### src/design/agla_ram.sv
module agla_ram #(
    parameter int WIDTH = 8,
    parameter int DEPTH = 16
) (
    input  logic                     clk,
    input  logic                     we,
    input  logic [$clog2(DEPTH)-1:0] waddr,
    input  logic [WIDTH-1:0]         wdata,
    input  logic [$clog2(DEPTH)-1:0] raddr,
    output logic [WIDTH-1:0]         rdata
);

    logic [WIDTH-1:0] mem [DEPTH];
    logic [WIDTH-1:0] rdata_reg;

    always_ff @(posedge clk)
    begin
        if (we)
        begin
            mem[waddr] <= wdata;
        end
        rdata_reg <= mem[raddr];
    end

    assign rdata = rdata_reg;

endmodule
### config.mk
export PLATFORM = sky130hd
export DESIGN_NAME = agla_ram
export DESIGN_NICKNAME = d
export VERILOG_FILES = /design/src/design/agla_ram.sv
export SDC_FILE = /design/constraint.sdc
export NUM_CORES = 1
export LEC_CHECK = 0
export BUFFER_PORTS_ARGS = -buffer_cell sky130_fd_sc_hd__buf_2
export CORE_AREA = 2 2 105 107
export DETAILED_ROUTE_END_ITERATION = 16
export DIE_AREA = 0 0 107 109
export HOLD_SLACK_MARGIN = 0.02
export PLACE_DENSITY_LB_ADDON = 0.1
export RECOVER_POWER = 50
export SETUP_SLACK_MARGIN = 0.3
export SLEW_MARGIN = 20
export SYNTH_ARGS = -nofsm -noshare
export SYNTH_HDL_FRONTEND = slang
export SYNTH_SLANG_ARGS = --single-unit
### constraint.sdc
create_clock -name clk -period 2.22 [get_ports clk]
set_clock_uncertainty 0.1 [all_clocks]
set_input_delay 0.333 -clock clk [delete_from_list [all_inputs] [get_ports clk]]
set_output_delay 0.333 -clock clk [all_outputs]
set_load 0.005 [all_outputs]
### After elaboration in Yosys (flattened, before gate mapping)

Memory sizes are Yosys's and may differ from the RTL's. A register that Yosys moved wholly into a read port is not among the register bits.
Index checks and enable logic that the tools add are counted.

| cells by class | value |
|---|---|
| multiplexer cells | 2 |

Operator list:

| kind | number |
|---|---|
| $mux W1 | 2 |

| word-level totals | value |
|---|---|
| flip-flop bits (word level) | 0 |
| memory bits (writable) | 128 |
| bits of input ports | 18 |
| output and inout bits | 8 |
| logic and storage cells | 3 |
| memories kept | 1 |

Memory list:

| name | depth | bits a word | rd ports | clocked after memory_dff | write ports | line | source |
|---|---|---|---|---|---|---|---|
| mem | 16 | 8 | 1 | 1 | 1 | 13 | `logic [WIDTH-1:0] mem [DEPTH];` |

### Longest topological paths before layout

Gate-level depths: netlist of run 1.

| logic depth | value |
|---|---|
| depth after elaboration | 2 |
| depth in mapped cells | 5 |
| depth with buffers taken out | 3 |

### Least setup slack after synthesis of run 1

OpenSTA, ideal clock, no wires.

| path | value |
|---|---|
| path type | input to register |
| start point | input port waddr[2] |
| end point | memory mem[0][0], enable pin |
| data arrival time | 1,443 ps |
| data required time | 1,737 ps |
| path slack | 294 ps |
| stages on the path | 2 |
| buffers on the path | 0 |
| path through | or3b_2 -> nor3_1 |

RTL lines:

| element | line | source |
|---|---|---|
| start: declaration | 7 | `input logic [$clog2(DEPTH)-1:0] waddr,` |
| end: declaration | 13 |  |

Straight into the memory's write port.

### Worst setup path in the final report of run 1

| path | value |
|---|---|
| start point | register rdata_reg[7] (netlist: rdata[7]), read port of mem |
| end point | output port rdata[7] |

RTL lines:

| element | line | source |
|---|---|---|
| start: declaration | 14 | `logic [WIDTH-1:0] rdata_reg;` |
| end: declaration | 10 | `output logic [WIDTH-1:0] rdata` |

No word-level cell between the ends.

==> impl_results.md, run 1 <==
- Crit start category: flop
- Hold_ws: ~0.25 ns
- Post-synthesis sequential area ratio: 77.8%
- RSZ-0062 raised after global routing: false
- Mux share of post-synthesis cell area: about 15%
- Slowest CP cell: dfxtp_1
- Seq cells post-synth: between 100 and 150
- Path depth of the worst reg2reg path: 3
- Synth Area in Adders: 0%
- WP data arrival: about 1 ns
- CTS tree: done
- Worst r2r src: mem[3][6]
- DR DRC count: 0
- Final-report setup violation count: 0
- Syn_nets: 247
- Post-Route WL: 9.47 mm
- Placer Congestion: 0.686
- Hold endpoint: mem[7][3]
- # rows: 38
- Minimum clock period: 1.45 ns
- R2r setup slk: 0.78 ns
- Max-slew violations: 0
- DR WL/cell: 21.7 um
- CP top delay family: flip-flops
- Worst vdd ir: 0.470 mV
- Chip Width: roughly 110 um
- Post_cts resized: 0
- Vias: 2365
- Final worst-path cycle share: 65.2%
- Outcome: complete, no violations
- Buf/Inv on CP: 1
- Simple-gate share of the synthesized area: under 10%
- Max reg flops: 128
- Crit path largest cell delay: ~0.38 ns
- Worst Hold Launch: wdata[3]
- 1st-pass router iterations: 5
- Initial Utilization: 48.5%
- Hold Path Class: input port to flop
- DR iter-0 viols: 135
- Initial antenna violation count: 0
- Max-slew headroom: 54.3%
- TNS Setup: 0 ns
- Core area: 10600 um2
- Main combinational cell family by area after synthesis: multiplexers
- Compound-Gate Fraction of Synth Area: about 2.3%
- Root Driver: clkbuf_8
- XOR/XNOR Fraction of Synth Area: 0%
- Cells after synthesis: ~230
- Crit path cell chain: buf_2
- WHS Path Cells: 1
- CP required: between 1.5 and 2 ns
- Final ANT Viol Nets: 0
- Largest net degree at the start of global routing: 33
- Share of layout cells above drive strength 1: 29.1%
- Clk buf depth: 2
- LEAKAGE: 0.00210 uW
- CTS Hold Bufs: 0
- YS warnings: 0
- DR vias/cell: 5.42
- Total grt overflow: 0
- Crit Path Category: flop to primary output
- Net count, final: 301
- Total CTS buffers: 17
- Power per Cell Area: 1000 nW/um2
- Total track usage: between 10% and 20%
- Mapped Area: 5150 um2
- Synth Area per Inst: 22.5 um2
- Max FO, Critical Path: 1
- Die area: between 10000 and 15000 um2
- First-pass GRT wire length: 14.4 mm
- ANT cells: 0
- Ports: 26
- Detailed Place HPWL: 6.01 mm
- I/O Buffers: 25
- Worst Tran Pin Value: 0.685 ns
- Htree depth: 4
- Clock Latency Late Sink: between 0.5 and 0.6 ns
- Via count of the first global-routing pass: 2426
- Final hold vios: 0
- Die span in y: 109 um
- Clock-pin transition on the worst setup and hold timing paths: roughly 0.06 ns
- CP endpoint kind: primary output
- Unique cell type count in the Yosys netlist: 19
- Postcts setup bufs: 0
- Maxcap violations: 0
- Fmax: 691 MHz
- Sink Count: 136
- Critical R2R Capture: rdata[6]
- Area Growth Syn to Fin: 20.1%
[placed cells by master (no fill, tap or decap), types with 2 or more instances in the layout]
cell type	instances
bufinv_16	6
buf_12	2
nor2_1	13
nand2b_1	2
clkbuf_1	11
mux4_1	14
clkbuf_8	2
dfxtp_1	8
buf_4	17
buf_2	16
nand3b_1	2
mux4_2	18
nor3_1	3
a22oi_1	16
clkinv_4	2
clkbuf_16	16
edfxtp_1	128
nand2_1	9
clkinv_2	4
[per-layer routing]
| metal | vias to the layer above | share of wire (%) | global-route usage (%) |
|---|---|---|---|
| met2 | 61 | 51 | 28.3 |
| met4 | 0 | 0.62 | 7.79 |
| met1 | 1220 | 44 | 24.9 |
| met5 | - | 0 | 0 |
| met3 | 5 | 4.1 | 4.06 |
| li1 | 1079 | - | - |
[power breakdown]
group,internal [uW],switching [uW],total (uW)
Sequential,2870,20.3,2890
Clock,2070,982,3060
Combinational,113,143,257
[layout make-up]
type	instances	area (um2)
fill	777	4420
clock buffer	19	432
timing repair buffer	45	285
clock inverter	13	225
sequential	136	4000
multi-input combinational	83	1060
tap	140	175
[worst max-delay path by stage]
stage | from | to | slack [ns] | cells past startpoint
after global routing | mem[2][6] | rdata[6] | 0.68 | 3
after floorplan | waddr[2] | mem[3][0] | 0.52 | 2
after CTS | rdata[7] | rdata[7] | 0.73 | 1
after detailed placement | raddr[0] | rdata[6] | 0.30 | 5
after global placement | raddr[0] | rdata[4] | 0.33 | 5
final | rdata[7] | rdata[7] | 0.77 | 1
[cell usage after synthesis (all sizes together)]
| cell | number | share of area [%] |
|---|---|---|
| and2 | 1 | 0.12 |
| and2b | 1 | 0.15 |
| edfxtp | 128 | 75 |
| nand3b | 2 | 0.29 |
| mux4 | 32 | 15 |
| nand3 | 1 | 0.097 |
| a22oi | 16 | 2.3 |
| nand2 | 9 | 0.66 |
| nand2b | 2 | 0.24 |
| buf | 7 | 1.1 |
| nor2 | 13 | 0.95 |
| nor3 | 4 | 0.39 |
| dfxtp | 8 | 3.1 |
| clkdlybuf4s25 | 3 | 0.58 |
| nor2b | 1 | 0.12 |
| or3b | 1 | 0.17 |
[cells by family after synthesis]
family          after synthesis
flops                       136
simple gates                 35
mux                          32
compound gates               16
buf+inv                      10
[worst register-to-register path, cell delays in order (launching register included)]
cell      delay, ns
edfxtp_1       0.35
mux4_2         0.48
a22oi_1        0.31
nand2_1        0.09
[per-stage QoR]
stage / worst slack (ns) / total power, uW / instance area (um2) / utilization (%) / cells
CTS: 0.733 / 6270 / 6200 / 58.5 / 436
global route: 0.679 / 6400 / 6180 / 58.3 / 436
detailed placement: 0.304 / 3210 / 5540 / 52.3 / 404
global placement: 0.333 / 3210 / 5540 / 52.3 / 404
finish: 0.773 / 6210 / 6180 / 58.3 / 436
floorplan: 0.521 / 3080 / 5150 / - / 229
Note: power is estimated with default switching activity, not from simulation.
==> run 2: changes to the inputs <==
clock period = 1.2 ns   (was 2.22 ns; I/O delays follow)
==> impl_results.md, run 2 (synthesis results as in run 1) <==
- Max reg flops: 128 (unchanged)
- Maxcap violations: 0 (unchanged)
- Share of layout cells above drive strength 1: 46.0% (+17 points)
- Chip Width: 107 um (unchanged)
- LEAKAGE: 0.00221 uW (+5.1%)
- Final ANT Viol Nets: 0 (unchanged)
- Outcome: finished with violations
- TNS Setup: -1.50 ns (-1.50 ns)
- Max FO, Critical Path: 1 (unchanged)
- CP required: 1.51 ns (-0.28 ns)
- Die area: 11700 um2 (unchanged)
- DR DRC count: 0 (unchanged)
- Vias: 2477 (+4.7%)
- Final hold vios: 0 (unchanged)
- CP endpoint kind: flop
- Max-slew headroom: 39.9% (-14 points)
- Crit start category: flop
- Non-Filler Instances: 464 (+6.4%)
- Final-report setup violation count: 16 (+16)
- Worst vdd ir: 0.978 mV (+110%)
- Crit Path Category: flop to flop
- DR vias/cell: 5.34 (-1.6%)
- Placer Congestion: 0.717 (+4.5%)
- Total track usage: 19.1% (+1.0 points)
- ANT cells: 0 (unchanged)
- Power per Cell Area: 1630 nW/um2 (+62%)
- Setup WS pre-CTS: -0.499 ns (-0.803 ns)
- Area Growth Syn to Fin: 28.5%
- Commonest non-fill, non-tap cells in the layout: edfxtp_1 (128), mux4_2 (32), clkbuf_16 (16), buf_4 (16), buf_12 (15)
- First-pass GRT wire length: 15.3 mm (+6.1%)
- Clock-pin transition on the worst setup and hold timing paths: 0.06 ns (about the same)
- Via count of the first global-routing pass: 2622 (+8.1%)
- Cell total after placement: 422 (+4.5%)
- Total CTS buffers: 17 (unchanged)
- Hold Path Class: input port to flop
- Core area: 10600 um2 (unchanged)
- # rows: 38 (unchanged)
- Root Driver: clkbuf_8
- Largest net degree at the start of global routing: 18 (-45%)
- Hold_ws: 0.149 ns (-0.103 ns)
- Initial Utilization: 48.5% (unchanged)
- Detailed Place HPWL: 6.26 mm (+4.2%)
- Total grt overflow: 0 (unchanged)
- DR iter-0 viols: 173 (+28%)
- WP data arrival: 1.72 ns (+0.71 ns)
- 1st-pass router iterations: 4 (-1)
- Area of the multi-input gates: 1160 um2 (+9.1%)
- Initial antenna violation count: 0 (unchanged)
- RSZ-0062 raised after global routing: true
- Die span in y: 109 um (unchanged)
- Minimum clock period: 1.41 ns
- Seq. cell area: 4010 um2 (+0.12%)
- I/O Buffers: 25 (unchanged)
- Fmax: between 700 and 800 MHz
- CTS tree: done
- Final worst-path cycle share: 117%
- Fin worst setup slack: -0.209 ns (-0.981 ns)
- Ports: 26 (unchanged)
- Fillers: 765 (-1.5%)
- DR WL/cell: 21.0 um (-3.2%)
- Max-slew violations: 0 (unchanged)
- Commonest non-fill, non-tap cell in the layout: edfxtp_1
- Sink Count: 136 (unchanged)
- Clock Latency Late Sink: 0.52 ns (about the same)
- Core Util, Final: 62.4% (+4.1 points)
- Net count, final: 329 (+9.3%)
- Worst Tran Pin Value: 0.898 ns (+0.213 ns)
- Violated checks: negative setup slack
- Htree depth: 4 (unchanged)
- Post-Route WL: 9.76 mm (+3.0%)
- Clk buf depth: 2 (unchanged)
run 2: changes by cell type in the layout (fill, tap and decap cells not counted), moves of 6 or more:
cell           previous run  this run
mux4_2                   18        32
nor2_4                    0         7
dlygate4sd3_1             0         8
mux4_1                   14         0
a22oi_2                   0         6
a22oi_1                  16        10
buf_6                     0         6
inv_6                     0         7
nor2_1                   13         2
buf_12                    2        15
run 2: area by class of cell:
| cell class | instances | area share, % |
|---|---|---|
| Timing Repair Buffer | 73 | 10.8 |
| Multi-Input combinational cell | 83 | 17.5 |
| Clock inverter | 15 | 2.16 |
| Tap cell | 140 | 2.65 |
| Clock buffer | 17 | 6.26 |
| Sequential cell | 136 | 60.6 |
run 2: timing repair:
item	4_1_cts	5_1_grt
endpoints found under the hold margin	128	0
pin swaps	6	3
gates resized for setup	12	10
setup endpoints to repair	40	56
setup buffers	0	2
hold buffers	8	0
run 2: final timing paths:
path / cells past startpoint / slack [ns] / start / endpoint
max: 4 / -0.21 / mem[3][3] / rdata[3]
min: 4 / 0.15 / waddr[2] / mem[0][3]
max reg2reg: 4 / -0.21 / mem[3][3] / rdata[3]
min reg2reg: 3 / 0.57 / mem[15][4] / rdata[4]
run 2: worst max-delay path: stages (launching register included):
cell and delay (ns):
edfxtp_1 0.35, mux4_2 0.48, a22oi_2 0.17, buf_4 0.15, nand2_2 0.05
run 2: report_power, final:
| part | total, uW | switching (uW) | internal (uW) |
|---|---|---|---|
| registers | 5350 | 32.9 | 5310 |
| clock network | 4790 | 2010 | 2790 |
| logic | 644 | 319 | 324 |
run 2: layer usage:
layer  global-route usage, %  share of wire, %  vias to the layer above
met1                    25.4                42                     1267
met2                    30.8                51                       67
li1                        -                 -                     1127
met5                       0                 0                        -
met4                    6.96               1.6                        0
met3                    5.26               5.4                       16
run 2: metrics by stage:
step	area [um2]	total power, uW
after floorplan	5280	5760
after global placement	5970	6050
after detailed placement	5970	6060
after CTS	6640	10900
after global routing	6620	11100
final	6620	10800
